File: src/rtl/oec_pkg.sv
// Shared widths, types and codes for the overlap edge classifier.
package oec_pkg;

  localparam int LEN_BITS   = 20;
  localparam int DIFF_W     = LEN_BITS + 2;
  localparam int R_W        = LEN_BITS + 3;
  localparam int X_W        = LEN_BITS + 4;
  localparam int DIST_W     = LEN_BITS + 1;
  localparam int EXT_W      = 20;
  localparam int RATIO_W    = 17;
  localparam int RATIO_FRAC = 16;
  localparam int PR_W       = X_W + RATIO_W + 1;
  localparam int CP_W       = X_W + LEN_BITS + 1;
  localparam int CMP_W      = ((R_W > EXT_W + 1) ? R_W : EXT_W + 1) + 1;
  localparam int KIND_W     = 3;
  localparam int CFG_IDX_W  = 2;
  localparam int CFG_DATA_W = 20;

  localparam logic [CFG_IDX_W-1:0] REG_MIN_EXTENSION = 2'd0;
  localparam logic [CFG_IDX_W-1:0] REG_MIN_RATIO_Q16 = 2'd1;

  localparam logic [EXT_W-1:0]   MIN_EXTENSION_RESET = 20'd50;
  localparam logic [RATIO_W-1:0] MIN_RATIO_RESET     = 17'd58982;

  localparam logic [KIND_W-1:0] KIND_DOVE_0      = 3'd0;
  localparam logic [KIND_W-1:0] KIND_DOVE_2      = 3'd2;
  localparam logic [KIND_W-1:0] KIND_DOVE_FLIP   = 3'd3;
  localparam logic [KIND_W-1:0] KIND_A_CONTAINED = 3'd4;
  localparam logic [KIND_W-1:0] KIND_B_CONTAINED = 3'd5;
  localparam logic [KIND_W-1:0] KIND_INTERNAL    = 3'd6;

  typedef logic [LEN_BITS-1:0]      len_t;
  typedef logic signed [DIFF_W-1:0] diff_t;
  typedef logic signed [R_W-1:0]    r_t;
  typedef logic signed [X_W-1:0]    x_t;
  typedef logic signed [DIST_W-1:0] dist_t;
  typedef logic signed [PR_W-1:0]   pr_t;
  typedef logic signed [CP_W-1:0]   cp_t;
  typedef logic signed [CMP_W-1:0]  cmp_t;

  typedef struct packed {
    logic [EXT_W-1:0]   min_extension;
    logic [RATIO_W-1:0] min_ratio_q16;
  } cfg_t;

  typedef struct packed {
    logic  valid;
    logic  fwd;
    r_t    r0;
    r_t    r1;
    x_t    x0;
    x_t    x1;
    diff_t a0;
    diff_t a1;
    len_t  la;
    len_t  lb;
  } geom_t;

endpackage

File: src/rtl/oec_geom.sv
// Three pipeline stages that form overhangs, remaining and extended lengths.
module oec_geom
  import oec_pkg::*;
(
  input  logic  clk_i,
  input  logic  rst_ni,
  input  logic  valid_i,
  input  len_t  len_a_i,
  input  len_t  start_a_i,
  input  len_t  end_a_i,
  input  len_t  len_b_i,
  input  len_t  start_b_i,
  input  len_t  end_b_i,
  output geom_t geom_o
);

  logic  s1_valid_q, s2_valid_q, s3_valid_q;
  logic  s1_fwd_d, s1_fwd_q, s2_fwd_q;
  diff_t la, sa, ea, lb, sb, eb;
  diff_t s1_head_a_d, s1_tail_a_d, s1_a0_d, s1_a1_d;
  diff_t s1_head_a_q, s1_tail_a_q, s1_head_b_q, s1_tail_b_q, s1_a0_q, s1_a1_q;
  diff_t s2_head_a_q, s2_tail_a_q, s2_head_b_q, s2_tail_b_q, s2_a0_q, s2_a1_q;
  len_t  s1_la_q, s1_lb_q, s2_la_q, s2_lb_q;
  r_t    s2_r0_d, s2_r1_d, s2_r0_q, s2_r1_q;
  r_t    sel0, sel1, el;
  geom_t s3_d, s3_q;

  assign la = $signed({2'b00, len_a_i});
  assign sa = $signed({2'b00, start_a_i});
  assign ea = $signed({2'b00, end_a_i});
  assign lb = $signed({2'b00, len_b_i});
  assign sb = $signed({2'b00, start_b_i});
  assign eb = $signed({2'b00, end_b_i});

  always_comb begin
    s1_fwd_d    = start_a_i < end_a_i;
    s1_head_a_d = s1_fwd_d ? sa : la - sa;
    s1_tail_a_d = s1_fwd_d ? la - ea : ea;
    s1_a0_d     = s1_fwd_d ? ea - sa : sa - ea;
    s1_a1_d     = eb - sb;
  end

  assign s2_r0_d = r_t'(s1_head_a_q) - r_t'(s1_head_b_q);
  assign s2_r1_d = r_t'(s1_tail_b_q) - r_t'(s1_tail_a_q);

  always_comb begin
    sel0 = s2_r0_q[R_W-1] ? r_t'(s2_head_a_q) : r_t'(s2_head_b_q);
    sel1 = s2_r1_q[R_W-1] ? r_t'(s2_tail_b_q) : r_t'(s2_tail_a_q);
    el   = sel0 + sel1;
    s3_d.valid = s2_valid_q;
    s3_d.fwd   = s2_fwd_q;
    s3_d.r0    = s2_r0_q;
    s3_d.r1    = s2_r1_q;
    s3_d.x0    = x_t'(s2_a0_q) + x_t'(el);
    s3_d.x1    = x_t'(s2_a1_q) + x_t'(el);
    s3_d.a0    = s2_a0_q;
    s3_d.a1    = s2_a1_q;
    s3_d.la    = s2_la_q;
    s3_d.lb    = s2_lb_q;
  end

  always_ff @(posedge clk_i or negedge rst_ni) begin
    if (!rst_ni) begin
      s1_valid_q <= 1'b0;
      s2_valid_q <= 1'b0;
      s3_valid_q <= 1'b0;
    end else begin
      s1_valid_q <= valid_i;
      s2_valid_q <= s1_valid_q;
      s3_valid_q <= s2_valid_q;
    end
  end

  always_ff @(posedge clk_i) begin
    s1_fwd_q    <= s1_fwd_d;
    s1_head_a_q <= s1_head_a_d;
    s1_tail_a_q <= s1_tail_a_d;
    s1_head_b_q <= sb;
    s1_tail_b_q <= lb - eb;
    s1_a0_q     <= s1_a0_d;
    s1_a1_q     <= s1_a1_d;
    s1_la_q     <= len_a_i;
    s1_lb_q     <= len_b_i;
    s2_fwd_q    <= s1_fwd_q;
    s2_head_a_q <= s1_head_a_q;
    s2_tail_a_q <= s1_tail_a_q;
    s2_head_b_q <= s1_head_b_q;
    s2_tail_b_q <= s1_tail_b_q;
    s2_a0_q     <= s1_a0_q;
    s2_a1_q     <= s1_a1_q;
    s2_la_q     <= s1_la_q;
    s2_lb_q     <= s1_lb_q;
    s2_r0_q     <= s2_r0_d;
    s2_r1_q     <= s2_r1_d;
    s3_q        <= s3_d;
  end

  always_comb begin
    geom_o       = s3_q;
    geom_o.valid = s3_valid_q;
  end

endmodule

File: config.mk
export PLATFORM = sky130hd
export DESIGN_NAME = oec_geom
export DESIGN_NICKNAME = d
export VERILOG_FILES = /design/src/rtl/oec_pkg.sv /design/src/rtl/oec_geom.sv
export SDC_FILE = /design/constraint.sdc
export NUM_CORES = 1
export LEC_CHECK = 0
export ABC_CLOCK_PERIOD_IN_PS = 5400
export BUFFER_PORTS_ARGS = -buffer_cell sky130_fd_sc_hd__clkbuf_2
export CORE_AREA = 3 3 230 232
export DETAILED_ROUTE_END_ITERATION = 10
export DIE_AREA = 0 0 233 235
export MAX_ROUTING_LAYER = met4
export PLACE_DENSITY_LB_ADDON = 0.1
export SLEW_MARGIN = 25
export SYNTH_ARGS = -nofsm -noshare
export SYNTH_HDL_FRONTEND = slang
export SYNTH_SLANG_ARGS = --single-unit
File: constraint.sdc
create_clock -name clk_i -period 5.4 [get_ports clk_i]
set_input_delay 1.08 -clock clk_i [delete_from_list [all_inputs] [get_ports clk_i]]
set_output_delay 1.08 -clock clk_i [all_outputs]
set_load 0.01 [all_outputs]
* After elaboration in Yosys (flattened, before gate mapping)
Cells that the tools add are included.
Widths: inputs -> output; s select.
** Storage, ports and cells
- Logic and storage cells :: 51
- Output and inout port bits :: 180
- Register bits :: 561
** Cells by class
- Magnitude comparators :: 1
- $add $sub $neg :: 11
- Mux-type cells :: 5
** Operator list (number)
- $sub 20x20->21 :: 6
- $mux 23 :: 2
- $sub 21x21->22 :: 2
- $mux 20 :: 2
- $add 21x23->24 :: 1
- $add 22x23->24 :: 1
- $add 23x23->23 :: 1
- $mux 22 :: 1
- $lt 20x20->1 :: 1

* Depth between registers and ports, before layout
- Word-level depth :: 3
- Gate-level depth with buffers :: 21

* Worst setup path after synthesis
No wires, ideal clock.
- Path kind :: flip-flop to flip-flop
- Start :: register s2_r1_q[21] (netlist name)
- End :: register s3_q (netlist bit geom_o[107])
- Cell stages (with the launch flop) :: 22
- Clock period less this slack :: 4.761 ns
- Buffers on the path :: 1
- Data arrival time :: 4.686 ns
- Path slack :: 0.639 ns
- Setup time :: 0.074 ns
- Data required time :: 5.326 ns
- Cells stage by stage :: dfxtp_1 clkbuf_1 mux2_2 ha_1 inv_1 fa_1 nor2b_1 o31ai_1 a22oi_1 a221oi_1 nor2_1 a211o_1 a31oi_1 xnor2_1 ha_1 a21oi_1 inv_1 a21o_1 a21o_1 a21o_1 a221o_1 a31oi_1
** RTL lines
- end signal: assignment :: RTL line oec_geom.sv:95 : s3_q <= s3_d;
- end: declaration :: RTL line oec_geom.sv:26 : geom_t s3_d, s3_q;

==> results.md <==
- First-pass GRT wire length: 93900 um
- Gr busiest metal: met2
- Syn avg cell area: 10.3 sq um
- CP Launch Type: flop
- Final WL: 62200 um
- Chip height: 235 um
- Max Clock Freq: 198 MHz
- CTS tree: built
- Post-Synth Adder-Cell Area: 13.7%
- Post-DR wirelength/cell: 18.9 um
- Synth Register Bits: 554
- Critical Path AT: 5.58 ns
- Hold WC Path Type: primary input to async pin
- XOR/XNOR share of the synthesized area: 6.39%
- Period utilisation layout: 93.7%
- Total number of vias: 16700
- GRT Resource Usage Total: 22.8%
- TritonCTS Buffers: 56
- CTS Buffer Depth: 3
- Status: finished, final reports clean
- Fin Setup TNS: 0 ns
- Main flop type after synthesis: dfxtp_1
- Synth-to-layout area growth: 17.8%
- Top-count cell post-synth: dfxtp_1
- WP data required: 5.93 ns
- Layout Nets: 2931
- Max_cap viols: 0
- Largest net degree at the start of global routing: 53
- Port buffer count: 302
- Post-synth top area share: 48.2%
- Synth Cell Area: 22900 sq um
- Die Wd: 233 um
- FFs w/ async S/R, synth: 0.542%
- GP Congestion: 0.924
- Combinational family with the most area after synthesis: compound AO/OA/AOI/OAI gates
- Worst setup path start: s2_r1_q[21]
- Final Hold Viols: 0
- Synth warnings: 0
- Detailed Route Iter0 Violations: 866
- Slew Viols, Final: 0
- # DRC: 0
- Post-synthesis compound-gate area fraction: 16.6%
- Fillers: 4730
- Worst-path clk slew: 0.06 ns
- Design area: 27000 sq um
- Clk Latency, worst-skew pair: 0.60 ns
- M1 GR Usage: 31.0%
- Non-Filler Instances: 3288
- Dpl hpwl: 50500 um
- Global route overflow: 0
- Initial Util: 44.7%
- R2r setup slk: 0.34 ns
- Worst-Margin Slew: 1.04 ns
- H-tree depth: 2
- Post-synthesis mux area share: 2.79%
- Number of global-route vias before repair: 16700
- Via-per-instance ratio: 5.08
- Maximum VDD drop: 0.000285 V
- Detailed Routing Iterations Pass 1: 5
- Area contributors post-synth: dfxtp_1 (48%), ha_1 (13%), xnor2_1 (4.4%), a21oi_1 (4.0%), inv_1 (2.9%)
- Finished Core Util: 52.7%
- Final Skew: 0.0150 ns
- M2 GR Usage: 35.7%
- Io pins: 303
- Final number of setup-violating endpoints: 0
- Fraction of layout cells with a size suffix above 1: 17.5%
- Tmin final: 5.06 ns
- Cell taking the most area after synthesis: dfxtp_1
- Pwr Total: 18.0 mW
- Post-DP Area: 25100 sq um
- Cts hold-fix bufs: 0
- Max_slew headroom: 30.1%
- CP Max Fanout: 18
- Worst r2r src: s2_r1_q[21]
- Crit end category: flop
- Post-synth EDFFs: 0
- Num rows: 83
- P_leak: 12.8 nW
- Root Buffer: clkbuf_16
- Mapped Cells: 2233
- Core Footprint: 51200 sq um
- Post-synth top cells: dfxtp_1 (551), ha_1 (234), a21oi_1 (183), inv_1 (175), nor2_1 (132)
- Simple-gate share of the synthesized area: 8.11%
- Initial antenna violation count: 0
- CTS resizes: 0
- Kind of critical path: flop to flop
- CTS sink cnt: 554
- Die ar.: 54800 sq um
- M3 GR Usage: 3.24%
- Seq/Total Area, Yosys: 48.5%
- Post-route ant nets: 0
- Pwr dens: 667 nW/um^2
- Distinct cells, synth: 70
- Placed cell count: 3185
- RSZ-0062 raised after global routing: no
- Postcts setup bufs: 0
- Net Count, Synth: 2601
per-layer routing:
layer / vias to the layer above / part of all wire, % / routed length [um]
met5: - / 0 / 0
met1: 7766 / 48 / 29900
met2: 427 / 45 / 27900
met4: 0 / 2.4 / 1460
li1: 8435 / - / -
met3: 85 / 4.6 / 2880
state kept, by name, indices dropped and copies added, names as in the netlist, 20 cells and up:
signal	flops
s2_lb_q	20
s2_la_q	20
s1_head_a_q	21
s2_a0_q	21
s2_head_a_q	21
s1_a0_q	21
s2_tail_a_q	21
s1_la_q	20
s2_tail_b_q	21
geom_o	175
s2_head_b_q	20
s1_tail_a_q	21
s1_tail_b_q	21
s1_head_b_q	20
s2_r1_q	22
s1_lb_q	20
s2_a1_q	21
s1_a1_q	21
s2_r0_q	22
path summary, 6_finish.rpt:
| check | end | depth (start not counted) |
|---|---|---|
| worst max-delay path | geom_o[107] | 18 |
| worst min-delay path | s2_valid_q | 1 |
| worst max register to register | geom_o[107] | 18 |
| worst min register to register | geom_o[19] | 0 |
| max in group asynchronous | s1_valid_q | 1 |
| min in group clk_i | geom_o[19] | 0 |
power by group:
| part | switching [mW] | leakage, nW | total (mW) | internal, mW |
|---|---|---|---|---|
| clock network | 1.59 | 0.912 | 3.87 | 2.28 |
| logic | 4.95 | 7.21 | 8.44 | 3.49 |
| registers | 0.487 | 4.68 | 5.70 | 5.21 |
worst max-delay path, stage by stage (launching register included):
cell,delay [ns]
dfxtp_1,0.43
buf_4,0.31
mux2_2,0.37
ha_1,0.25
o31ai_1,0.39
a22oi_1,0.22
a221oi_2,0.38
nor2_1,0.16
a211o_1,0.29
a31oi_1,0.20
xnor2_1,0.27
ha_1,0.35
a21oi_1,0.22
inv_1,0.09
a21o_1,0.19
a21o_1,0.19
a21o_1,0.18
a221o_1,0.34
a31oi_1,0.16
cell families after synthesis:
logic type,count (synthesis)
and+or+nand+nor,398
DFF,554
xor gates and xnor gates,167
adders and majority gates,245
AOI/OAI and AO/OA,599
muxes,59
buffers and inverters,211
final cells by class:
class | count | area (sq um) | share of cell area [%]
antenna | 1 | 2.50 | 0.00928
clock buffer | 77 | 1610 | 5.97
clock inverter | 25 | 263 | 0.974
inverter | 176 | 666 | 2.47
multi-input combinational | 1468 | 10900 | 40.5
sequential | 554 | 11100 | 41.2
tap | 680 | 851 | 3.15
timing repair buffer | 307 | 1550 | 5.74
through the flow:
stage	worst slack [ns]	hold slack, ns
final	0.340	0.267
after global routing	0.0678	0.234
after CTS	0.250	0.223
after detailed placement	0.280	0.312
after global placement	0.404	0.310
after floorplan	0.639	0.310
cells in the final DEF (no fill, tap or decap), types with 9 or more instances in the layout:
cell / synthesis / final
mux2i_1: 20 / 20
a21o_1: 74 / 74
o21bai_1: 24 / 24
nor2b_1: 26 / 26
a21boi_0: 9 / 9
nor3_1: 18 / 18
o31a_1: 9 / 9
inv_1: 175 / 175
clkinv_2: 0 / 9
nand2_1: 106 / 106
o31ai_1: 11 / 11
a211oi_1: 22 / 21
ha_1: 234 / 234
and3_1: 13 / 13
fa_1: 11 / 11
clkbuf_1: 17 / 9
nand4_1: 13 / 13
a211o_1: 10 / 10
nand3_1: 28 / 28
clkbuf_8: 0 / 11
a21oi_1: 183 / 183
dfxtp_1: 551 / 551
clkbuf_16: 0 / 57
o21ai_0: 125 / 125
nand2b_1: 27 / 27
mux2_2: 39 / 39
xnor2_1: 114 / 114
a31oi_1: 24 / 24
clkbuf_2: 0 / 302
xor2_1: 53 / 53
o21a_1: 40 / 40
nor2_1: 132 / 132
(Power assumes the default switching activity.)
