`config.mk`:
```
export PLATFORM = sky130hd
export DESIGN_NAME = oec_cfg_regs
export DESIGN_NICKNAME = d
export VERILOG_FILES = /design/src/rtl/oec_pkg.sv /design/src/rtl/oec_cfg_regs.sv
export SDC_FILE = /design/constraint.sdc
export NUM_CORES = 1
export LEC_CHECK = 0
export ABC_AREA = 0
export ABC_CLOCK_PERIOD_IN_PS = 950
export BUFFER_PORTS_ARGS = -buffer_cell sky130_fd_sc_hd__buf_2
export CAP_MARGIN = 20
export CORE_UTILIZATION = 30
export DETAILED_ROUTE_END_ITERATION = 8
export PLACE_DENSITY_LB_ADDON = 0.05
export SLEW_MARGIN = 0
export SYNTH_ARGS = -nofsm -noshare
export SYNTH_HDL_FRONTEND = slang
export SYNTH_SLANG_ARGS = --single-unit
```
`constraint.sdc`:
```
create_clock -name clk_i -period 0.95 [get_ports clk_i]
set_input_delay 0 -clock clk_i [delete_from_list [all_inputs] [get_ports clk_i]]
set_output_delay 0 -clock clk_i [all_outputs]
set_load 0.02 [all_outputs]
```
`src/rtl/oec_pkg.sv`:
```
// Shared widths, types and codes for the overlap edge classifier.
package oec_pkg;

  localparam int LEN_BITS   = 20;
  localparam int DIFF_W     = LEN_BITS + 2;
  localparam int R_W        = LEN_BITS + 3;
  localparam int X_W        = LEN_BITS + 4;
  localparam int DIST_W     = LEN_BITS + 1;
  localparam int EXT_W      = 20;
  localparam int RATIO_W    = 17;
  localparam int RATIO_FRAC = 16;
  localparam int PR_W       = X_W + RATIO_W + 1;
  localparam int CP_W       = X_W + LEN_BITS + 1;
  localparam int CMP_W      = ((R_W > EXT_W + 1) ? R_W : EXT_W + 1) + 1;
  localparam int KIND_W     = 3;
  localparam int CFG_IDX_W  = 2;
  localparam int CFG_DATA_W = 20;

  localparam logic [CFG_IDX_W-1:0] REG_MIN_EXTENSION = 2'd0;
  localparam logic [CFG_IDX_W-1:0] REG_MIN_RATIO_Q16 = 2'd1;

  localparam logic [EXT_W-1:0]   MIN_EXTENSION_RESET = 20'd50;
  localparam logic [RATIO_W-1:0] MIN_RATIO_RESET     = 17'd58982;

  localparam logic [KIND_W-1:0] KIND_DOVE_0      = 3'd0;
  localparam logic [KIND_W-1:0] KIND_DOVE_2      = 3'd2;
  localparam logic [KIND_W-1:0] KIND_DOVE_FLIP   = 3'd3;
  localparam logic [KIND_W-1:0] KIND_A_CONTAINED = 3'd4;
  localparam logic [KIND_W-1:0] KIND_B_CONTAINED = 3'd5;
  localparam logic [KIND_W-1:0] KIND_INTERNAL    = 3'd6;

  typedef logic [LEN_BITS-1:0]      len_t;
  typedef logic signed [DIFF_W-1:0] diff_t;
  typedef logic signed [R_W-1:0]    r_t;
  typedef logic signed [X_W-1:0]    x_t;
  typedef logic signed [DIST_W-1:0] dist_t;
  typedef logic signed [PR_W-1:0]   pr_t;
  typedef logic signed [CP_W-1:0]   cp_t;
  typedef logic signed [CMP_W-1:0]  cmp_t;

  typedef struct packed {
    logic [EXT_W-1:0]   min_extension;
    logic [RATIO_W-1:0] min_ratio_q16;
  } cfg_t;

  typedef struct packed {
    logic  valid;
    logic  fwd;
    r_t    r0;
    r_t    r1;
    x_t    x0;
    x_t    x1;
    diff_t a0;
    diff_t a1;
    len_t  la;
    len_t  lb;
  } geom_t;

endpackage

```
`src/rtl/oec_cfg_regs.sv`:
```
// Configuration registers for the overlap edge classifier.
module oec_cfg_regs
  import oec_pkg::*;
(
  input  logic                  clk_i,
  input  logic                  rst_ni,
  input  logic                  cfg_valid_i,
  input  logic [CFG_IDX_W-1:0]  cfg_index_i,
  input  logic [CFG_DATA_W-1:0] cfg_data_i,
  output logic                  cfg_ready_o,
  output cfg_t                  cfg_o
);

  cfg_t cfg_d, cfg_q;

  assign cfg_ready_o = 1'b1;

  always_comb begin
    cfg_d = cfg_q;
    if (cfg_valid_i) begin
      unique case (cfg_index_i)
        REG_MIN_EXTENSION: cfg_d.min_extension = cfg_data_i[EXT_W-1:0];
        REG_MIN_RATIO_Q16: cfg_d.min_ratio_q16 = cfg_data_i[RATIO_W-1:0];
        default: ;
      endcase
    end
  end

  always_ff @(posedge clk_i or negedge rst_ni) begin
    if (!rst_ni) begin
      cfg_q.min_extension <= MIN_EXTENSION_RESET;
      cfg_q.min_ratio_q16 <= MIN_RATIO_RESET;
    end else begin
      cfg_q <= cfg_d;
    end
  end

  assign cfg_o = cfg_q;

endmodule

```
# After elaboration in Yosys (flattened, before gate mapping)
# Index checks and enable logic that the tools add are counted.
# W data, S select, Z words.
# word_totals
ff_bits	37
out_inout_bits	38
input_bits	25
# classes
eq_ne	1
reduce_logical	3
# ops
operator	count
$reduce_and A2 Y1	2
$eq A2 B1 Y1 const B	1
$logic_not A2 Y1	1

# Depth between registers and ports, before layout
# Gate-level depths: netlist of the first run.
# depth
depth_word	2
depth_mapped	3
depth_no_buf	2

# Worst setup path before layout of the first run
# No wires, ideal clock.
# synth_timing
kind	register to register
start	register, netlist name cfg_o[34]
end	register cfg_q (netlist bit cfg_o[34])
path_stages_with_launch	2
arrival_time_ps	718
n_path_buf	0
setup_slack_ps	104
cell_sequence	dfrtp_1 mux2_1
# synth_rtl
item	line	text
to (signal assigned)	oec_cfg_regs.sv:34	cfg_q <= cfg_d;
to (decl)	oec_cfg_regs.sv:14	cfg_t cfg_d, cfg_q;

# Final worst setup path of the first run
# layout_timing
start	register cfg_q (netlist bit cfg_o[18])
end	output cfg_o[18] (netlist name)
# layout_rtl
item	line	text
to (decl)	oec_cfg_regs.sv:11	output cfg_t cfg_o
# No word-level cell between the ends.

==> summary.md, run 1 <==
| Metric | Value |
|---|---|
| CTS Buf Count | `5` |
| Slowest CP cell | `dfstp_2` |
| CP delay by family, top | `flip-flops` |
| Hold Slack | `0.207 ns` |
| Initial DRC count | `12` |
| Setup crit start | `cfg_o[18]` |
| Setup Crit Path Kind | `reg2out` |
| Dpl cells | `211` |
| CP Buf/Inv Count | `1` |
| Mapped Cells | `81` |
| Worst Path Max Fanout | `2` |
| Final Cycle Share | `99.2%` |
| CTS Buffer Depth | `2` |
| Max Clock Freq | `1.06 GHz` |
| CP max stage delay | `0.55 ns` |
| Ant diodes | `0` |
| Final Cell Area | `0.00229 mm2` |
| Grt met2 use | `19.4%` |
| CTS tree | `done` |
| Final nets | `198` |
| Max-slew violation count | `0` |
| Vias in the first global route | `1028` |
| Starting Density | `31.0%` |
| CP cell instances | `buf_6` |
| Die Width | `71.9 um` |
| Final ANT Viol Nets | `0` |
| Hold Path Sink | `cfg_o[4]` |
| H-tree depth | `2` |
| Outcome | `finished clean` |
| Fill count | `432` |
| Synth unique cells | `10` |
| Cell Rows | `25` |
| Clk_lat worst skew | `0.28 ns` |
| Router iterations before antenna repair | `2` |
| Layout cell share with drive strength beyond 1 | `71.3%` |
| First-pass GRT wire length | `4760 um` |
| Post-Layout Cell Count | `241` |
| Detailed Route WL | `2900 um` |
| Clock-pin slew on the worst setup and hold paths | `0.07 ns` |
| GR Layer Usage met3 | `6.05%` |
| Hold Crit Class | `in2reg` |
| TNS Setup | `0 ns` |
| Antenna violations before repair | `0` |
| R2R Path End | `cfg_o[13]` |
| Die Area | `0.00517 mm2` |
| Register Area | `941 um2` |
| Reg2reg path depth | `2` |
| Mean Syn Cell Area | `18.1 um2` |
| Post-synthesis sequential area ratio | `64.2%` |
| GR Overflow Total | `0` |
| Combined area of the multi-input logic cells | `497 um2` |
| CP Data Arrival Time | `0.94 ns` |
| Area growth syn-to-layout | `56.4%` |
| Placed cell areas | `0.00191 mm2` |
| CORE AREA | `0.00472 mm2` |
| Most frequent cells in the layout | `buf_2 (49), mux2_2 (26), dfrtp_1 (25)` |
| Kind of end point of the critical path | `output pin` |
| I/O pin count | `63` |
| RD Place Congestion | `0.673` |
| CP Launch Type | `flop` |
| Cell Area, Synth | `0.00147 mm2` |
| GRT Util Overall | `12.4%` |
| # port buffers | `61` |
| Via/cell ratio | `4.09` |
| Clock Skews | `0 ns` |
| Required time of the critical path | `0.95 ns` |
| Setup slack, reg-to-reg | `0.13 ns` |
| Synthesized flop and latch total | `37` |
| Max reg flops | `37` |
| WL/cell | `12.0 um` |
| Hold path start | `cfg_index_i[0]` |
| Reg2reg start | `cfg_o[13]` |
| Lkg Pwr | `1.10 nW` |
| Gr busiest metal | `met2` |
| Commonest non-fill, non-tap cell in the layout | `buf_2` |
| Post-DP HPWL | `2000 um` |
| Max-cap violations | `0` |
| Die height | `71.9 um` |
| Overall Power | `4.60 mW` |
| CP Depth | `1` |
| DR DRC count | `0` |
| Clk root buf | `clkbuf_8` |
| Via count | `986` |
| Final setup vio count | `0` |
| Met1 GRT Util | `15.1%` |
| RSZ-0062 raised after global routing | `yes` |
| Warnings, synthesis | `0` |
| Largest net degree at the start of global routing | `38` |
| Clock sinks | `37` |
| Worst vdd ir | `0.000790 V` |
| Post-Synthesis Net Count | `106` |
| Hold Path Depth | `3` |
| Min cycle time layout | `0.942 ns` |
| Cell Pwr Density | `2010 mW/mm2` |
| Fin. Hold Viols | `0` |
how the worst max path moves through the flow:
stage                endpoint  slack, ns
floorplan           cfg_o[34]       0.10
global placement    cfg_o[25]      -0.07
detailed placement  cfg_o[17]      -0.09
CTS                 cfg_o[18]     -0.004
global route         cfg_o[2]      -0.03
finish              cfg_o[18]      0.008
synthesized netlist by cell type:
cell	number	area, um2
mux2_1	1	11.3
conb_1	1	3.75
dfrtp_1	25	626
buf_6	1	11.3
buf_4	3	22.5
nand3b_4	1	20.0
mux2_2	26	293
nor3b_2	1	12.5
mux2_4	10	150
dfstp_2	12	315
cell families after synthesis:
logic type    count (synthesis)  share of synthesized area [%]
simple gates                  2                           2.22
buf+inv                       4                           2.31
flops                        37                           64.2
other cells                   1                          0.256
mux                          37                           31.0
worst register-to-register path, stage by stage, from the launching register on:
cell and delay (ns):
dfstp_2 0.54, buf_4 0.10, mux2_4 0.13
layer usage:
layer	share of wire, %	vias up
met1	44	480
met4	0.59	0
li1	-	466
met3	6.7	2
met2	49	38
met5	0	-
where the power goes:
group	internal [mW]	switching [mW]	total, mW	leakage [nW]
combinational	0.726	0.671	1.40	0.629
clock	0.591	0.500	1.09	0.0455
sequential	1.95	0.162	2.11	0.422
total	3.26	1.33	4.60	1.10
final cells by class:
cell class | count | area share [%]
sequential | 37 | 41.0
timing repair buffer | 89 | 29.7
multi-input combinational | 40 | 21.7
clock buffer | 8 | 3.93
tap | 67 | 3.66
metrics by stage:
stage,setup WS [ns],utilization (%)
after floorplan,0.104,-
after global placement,-0.0680,40.4
after detailed placement,-0.0905,40.4
after CTS,-0.00434,48.3
after global routing,-0.0339,48.5
final,0.00794,48.5
timing repair:
action | CTS | global route
resized for setup | 23 | 1
endpoints found under the setup margin | 12 | 12
setup buffers | 0 | 1
endpoints found under the hold margin | 74 | 0
hold buffers | 21 | 0
No activity file was read; power rests on OpenSTA's default activity.
==> run 2, diff against run 1 <==
--- a/config.mk
+++ b/config.mk
@@ -9,8 +9,10 @@
 export ABC_CLOCK_PERIOD_IN_PS = 950
 export BUFFER_PORTS_ARGS = -buffer_cell sky130_fd_sc_hd__buf_2
 export CAP_MARGIN = 20
-export CORE_UTILIZATION = 30
+export CORE_MARGIN = 2
+export CORE_UTILIZATION = 46
 export DETAILED_ROUTE_END_ITERATION = 8
+export MAX_ROUTING_LAYER = met4
 export PLACE_DENSITY_LB_ADDON = 0.05
 export SLEW_MARGIN = 0
 export SYNTH_ARGS = -nofsm -noshare
==> summary.md, run 2 (synthesis gave the netlist of run 1 again) <==
| Metric | Value |
|---|---|
| Outcome | `finished with violations` |
| Failing checks | `setup timing` |
| Die Area | `0.00365 mm2 (-29%)` |
| Kind of end point of the critical path | `output pin` |
| I/O pin count | `63 (unchanged)` |
| Worst Path Max Fanout | `2 (unchanged)` |
| CORE AREA | `0.00305 mm2 (-35%)` |
| Reg2reg path depth | `2 (unchanged)` |
| First-pass GRT wire length | `4490 um (-5.8%)` |
| Slowest CP cell | `dfstp_2` |
| Ant diodes | `0 (unchanged)` |
| Setup Crit Path Kind | `reg2out` |
| Max-slew violation count | `0 (unchanged)` |
| Clk_lat worst skew | `0.32 ns (+0.04 ns)` |
| Die height | `60.4 um (-16%)` |
| CP Launch Type | `flop` |
| Combined area of the multi-input logic cells | `497 um2 (unchanged)` |
| Required time of the critical path | `0.95 ns (about the same)` |
| Clock Skews | `0 ns (unchanged)` |
| Lkg Pwr | `1.09 nW (-0.30%)` |
| Max Clock Freq | `1.00 GHz (-5.5%)` |
| CTS tree | `done` |
| Largest net degree at the start of global routing | `38 (unchanged)` |
| Max-cap violations | `0 (unchanged)` |
| Area growth syn-to-layout | `53.4%` |
| CTS Buffer Depth | `2 (unchanged)` |
| WL/cell | `12.9 um (+7.5%)` |
| Final nets | `200 (+1.0%)` |
| GRT Util Overall | `17.4% (+5.0 points)` |
| Min setup slack post-route | `-0.0465 ns (-0.0544 ns)` |
| Router iterations before antenna repair | `4 (+2)` |
| Min cycle time layout | `0.996 ns (+0.0544 ns)` |
| GR Overflow Total | `0 (unchanged)` |
| Vias in the first global route | `1021 (-0.68%)` |
| Die Width | `60.4 um (-16%)` |
| Pre-CTS setup slack | `-0.0751 ns (+0.0154 ns)` |
| Via/cell ratio | `4.55 (+11%)` |
| CP Data Arrival Time | `1.00 ns (+0.06 ns)` |
| CP max stage delay | `0.56 ns (about the same)` |
| CTS Buf Count | `5 (unchanged)` |
| CP Depth | `1 (unchanged)` |
| Hold Crit Class | `in2async` |
| RSZ-0062 raised after global routing | `yes` |
| Starting Density | `48.0% (+17 points)` |
| H-tree depth | `2 (unchanged)` |
| DR DRC count | `0 (unchanged)` |
| Cell Rows | `20 (-20%)` |
| Final ANT Viol Nets | `0 (unchanged)` |
| CP cell instances | `buf_6` |
| Register Area | `941 um2 (unchanged)` |
| Clk root buf | `clkbuf_4` |
| Post-Route Utilization | `73.6% (+25 points)` |
| Layout cell share with drive strength beyond 1 | `71.6% (+0.33 points)` |
| CP delay by family, top | `flip-flops` |
| Most frequent cells in the layout | `buf_2 (49), mux2_2 (26), dfrtp_1 (25)` |
| Post-DP HPWL | `1920 um (-4.2%)` |
| Antenna violations before repair | `0 (unchanged)` |
| Worst vdd ir | `0.00132 V (+67%)` |
| RD Place Congestion | `0.703 (+4.5%)` |
| CP Buf/Inv Count | `1 (unchanged)` |
| Via count | `1002 (+1.6%)` |
| Fill count | `207 (-52%)` |
| Clock-pin slew on the worst setup and hold paths | `0.10 ns (+0.03 ns)` |
| Final setup vio count | `12 (+12)` |
| Detailed Route WL | `2840 um (-1.8%)` |
| Initial DRC count | `12 (unchanged)` |
| Fin. Hold Viols | `0 (unchanged)` |
| Clock sinks | `37 (unchanged)` |
| # port buffers | `61 (unchanged)` |
| Max reg flops | `37 (unchanged)` |
| Commonest non-fill, non-tap cell in the layout | `buf_2` |
| Final Cycle Share | `105% (+5.7 points)` |
| Cell Pwr Density | `1940 mW/mm2 (-3.3%)` |
[run 2: metal layers]
| layer | track usage [%] | share of wire (%) |
|---|---|---|
| met5 | - | 0 |
| met4 | 5.59 | 1.1 |
| met3 | 5.97 | 6.6 |
| met2 | 30.9 | 54 |
| met1 | 18.1 | 38 |
[run 2: report_power, final]
part / internal (mW) / total [mW] / leakage [nW] / switching [mW]
sequential: 1.94 / 2.11 / 0.422 / 0.165
combinational: 0.739 / 1.42 / 0.639 / 0.678
clock: 0.365 / 0.834 / 0.0326 / 0.469
total: 3.05 / 4.36 / 1.09 / 1.31
[run 2: final timing paths]
kind / slack (ns) / start / end
worst min register to register: 0.51 / cfg_o[34] / cfg_o[34]
min in group clk_i: 0.24 / cfg_index_i[1] / cfg_o[0]
worst min-delay path: 0.16 / rst_ni / cfg_o[12]
worst max register to register: 0.12 / cfg_o[10] / cfg_o[10]
max in group asynchronous: 0.54 / rst_ni / cfg_o[10]
worst max-delay path: -0.05 / cfg_o[6] / cfg_o[6]
[run 2: metrics by stage]
step	std cells	hold WS, ns	power (mW)	setup TNS (ns)	instance area, um2
finish	220	0.157	4.36	-0.495	2250
global route	220	0.150	4.61	-1.11	2250
CTS	219	0.147	4.41	-0.765	2240
detailed placement	189	-0.0225	3.34	-1.19	1890
global placement	189	-0.0245	3.31	-0.759	1890
floorplan	81	-0.296	2.86	0	1470
[run 2: final cells by class]
class,instances,share of cell area (%)
tap,44,2.45
timing repair buffer,91,31.0
multi-input combinational,40,22.1
sequential,37,41.9
clock buffer,8,2.62
[run 2: repair_timing]
item                       in CTS  in global routing
hold buffers                   21                  0
setup endpoints to repair      12                 12
gates resized for setup        24                  0
hold endpoints to repair       74                  0
setup buffers                   1                  1
==> run 3, diff against run 2 <==
--- a/config.mk
+++ b/config.mk
@@ -9,11 +9,10 @@
 export ABC_CLOCK_PERIOD_IN_PS = 950
 export BUFFER_PORTS_ARGS = -buffer_cell sky130_fd_sc_hd__buf_2
 export CAP_MARGIN = 20
-export CORE_MARGIN = 2
 export CORE_UTILIZATION = 46
 export DETAILED_ROUTE_END_ITERATION = 8
 export MAX_ROUTING_LAYER = met4
-export PLACE_DENSITY_LB_ADDON = 0.05
+export PLACE_DENSITY = 0.82
 export SLEW_MARGIN = 0
 export SYNTH_ARGS = -nofsm -noshare
 export SYNTH_HDL_FRONTEND = slang
==> summary.md, run 3 (synthesis gave the netlist of run 1 again) <==
| Metric | Value |
|---|---|
| GR Overflow Total | `0 (unchanged)` |
| Cell Pwr Density | `1960 mW/mm2 (+0.98%)` |
| Hold Slack | `0.123 ns (-0.0336 ns)` |
| WL/cell | `13.9 um (+7.7%)` |
| Setup crit start | `cfg_o[5]` |
| R2R Path End | `cfg_o[14]` |
| Setup Crit Path Kind | `reg2out` |
| Max-slew violation count | `0 (unchanged)` |
| CP max stage delay | `0.56 ns (about the same)` |
| RD Place Congestion | `0.679 (-3.5%)` |
| Lkg Pwr | `1.09 nW (about the same)` |
| Clock Skews | `0 ns (unchanged)` |
| Post-DP HPWL | `2040 um (+6.4%)` |
| Largest net degree at the start of global routing | `23 (-39%)` |
| First-pass GRT wire length | `5280 um (+18%)` |
| Starting Density | `48.4% (+0.40 points)` |
| Failing checks | `setup timing` |
| Final nets | `202 (+1.0%)` |
| Min cycle time layout | `0.995 ns (-0.00183 ns)` |
| CP delay by family, top | `flip-flops` |
| CTS Buf Count | `5 (unchanged)` |
| Detailed Route WL | `3090 um (+8.7%)` |
| H-tree depth | `2 (unchanged)` |
| Die Area | `0.00341 mm2 (-6.5%)` |
| RSZ-0062 raised after global routing | `yes` |
| Final Cycle Share | `105% (-0.19 points)` |
| Clk_lat worst skew | `0.32 ns (about the same)` |
| Via/cell ratio | `4.57 (+0.29%)` |
| CTS Buffer Depth | `2 (unchanged)` |
| Outcome | `finished with violations` |
| Min setup slack post-route | `-0.0446 ns (+0.00183 ns)` |
| Cell Rows | `20 (unchanged)` |
| Via count | `1014 (+1.2%)` |
| CORE AREA | `0.00303 mm2 (-0.82%)` |
| Required time of the critical path | `0.95 ns (about the same)` |
| Kind of end point of the critical path | `output pin` |
| Fin. Hold Viols | `0 (unchanged)` |
| Max reg flops | `37 (unchanged)` |
| GRT Util Overall | `21.9% (+4.5 points)` |
| Reg2reg path depth | `3 (+1)` |
| Max Clock Freq | `1.01 GHz (+0.18%)` |
| Slowest CP cell | `dfstp_2` |
| CTS tree | `done` |
| Post-Route Utilization | `74.1% (+0.48 points)` |
| CP endpoint | `cfg_o[5]` |
| Initial DRC count | `16 (+4)` |
| CP Data Arrival Time | `0.99 ns (about the same)` |
| Die height | `58.4 um (-3.3%)` |
| Worst vdd ir | `0.00120 V (-8.6%)` |
| # port buffers | `61 (unchanged)` |
| Reg2reg start | `cfg_o[14]` |
| Worst Path Max Fanout | `2 (unchanged)` |
| DR DRC count | `0 (unchanged)` |
| Clock-pin slew on the worst setup and hold paths | `0.10 ns (about the same)` |
| Clk root buf | `clkbuf_4` |
| Final setup vio count | `12 (unchanged)` |
| CP Launch Type | `flop` |
| Die Width | `58.4 um (-3.3%)` |
| Hold Crit Class | `in2async` |
| Commonest non-fill, non-tap cell in the layout | `buf_2` |
| Antenna violations before repair | `0 (unchanged)` |
| Fill count | `201 (-2.9%)` |
| Setup slack, reg-to-reg | `0.02 ns (-0.10 ns)` |
| Clock sinks | `37 (unchanged)` |
| Ant diodes | `0 (unchanged)` |
| CP cell instances | `buf_6` |
| Area growth syn-to-layout | `53.1%` |
| CP Depth | `1 (unchanged)` |
| Layout cell share with drive strength beyond 1 | `71.9% (+0.32 points)` |
| Most frequent cells in the layout | `buf_2 (49), mux2_2 (26), dfrtp_1 (25)` |
| Router iterations before antenna repair | `2 (-2)` |
| Final ANT Viol Nets | `0 (unchanged)` |
| Max-cap violations | `0 (unchanged)` |
| Vias in the first global route | `1110 (+8.7%)` |
| CP Buf/Inv Count | `1 (unchanged)` |
| I/O pin count | `63 (unchanged)` |
[run 3: what timing repair did]
| item | CTS | global route |
|---|---|---|
| hold endpoints to repair | 70 | 0 |
| setup endpoints to repair | 12 | 12 |
| pin swaps | 0 | 0 |
| hold buffers | 21 | 0 |
| buffers inserted | 2 | 2 |
| gates resized for setup | 24 | 0 |
[run 3: metal layers]
layer,GRT usage (%),up-vias,routed length [um]
met3,4.84,2,199
met2,37.3,49,1570
met5,-,-,0
li1,-,475,-
met4,7.14,0,10
met1,26.0,488,1310
[run 3: power breakdown]
part	leakage, nW	internal, mW	switching, mW	total [mW]
logic	0.640	0.751	0.695	1.45
registers	0.422	1.95	0.181	2.13
clock network	0.0326	0.365	0.458	0.823
total	1.09	3.06	1.33	4.40
[run 3: worst min-delay path by stage]
| stage | from | to | slack, ns | cells after the start |
|---|---|---|---|---|
| 2_1_floorplan | rst_ni | cfg_o[0] | -0.30 | 0 |
| 3_3_place_gp | rst_ni | cfg_o[23] | -0.07 | 1 |
| 3_5_place_dp | rst_ni | cfg_o[23] | -0.06 | 1 |
| 4_1_cts | rst_ni | cfg_o[23] | 0.11 | 2 |
| 5_1_grt | rst_ni | cfg_o[23] | 0.14 | 2 |
| 6_report | rst_ni | cfg_o[34] | 0.12 | 2 |
[run 3: layout make-up]
cell class	instances	area (um2)	area share, %
tap	44	55.1	2.45
multi-input combinational	40	490	21.9
clock buffer	8	58.8	2.62
timing repair buffer	93	698	31.1
sequential	37	941	41.9
[run 3: metrics by stage]
stage	instance area (um2)	total power, mW	setup WS (ns)	cells	setup TNS [ns]
after floorplan	1470	2.86	0.104	81	0
after CTS	2230	4.40	-0.0605	220	-0.668
final	2240	4.40	-0.0446	222	-0.439
after detailed placement	1870	3.34	-0.0910	189	-1.17
after global placement	1870	3.29	-0.0451	189	-0.543
after global routing	2240	4.61	-0.0896	222	-0.918
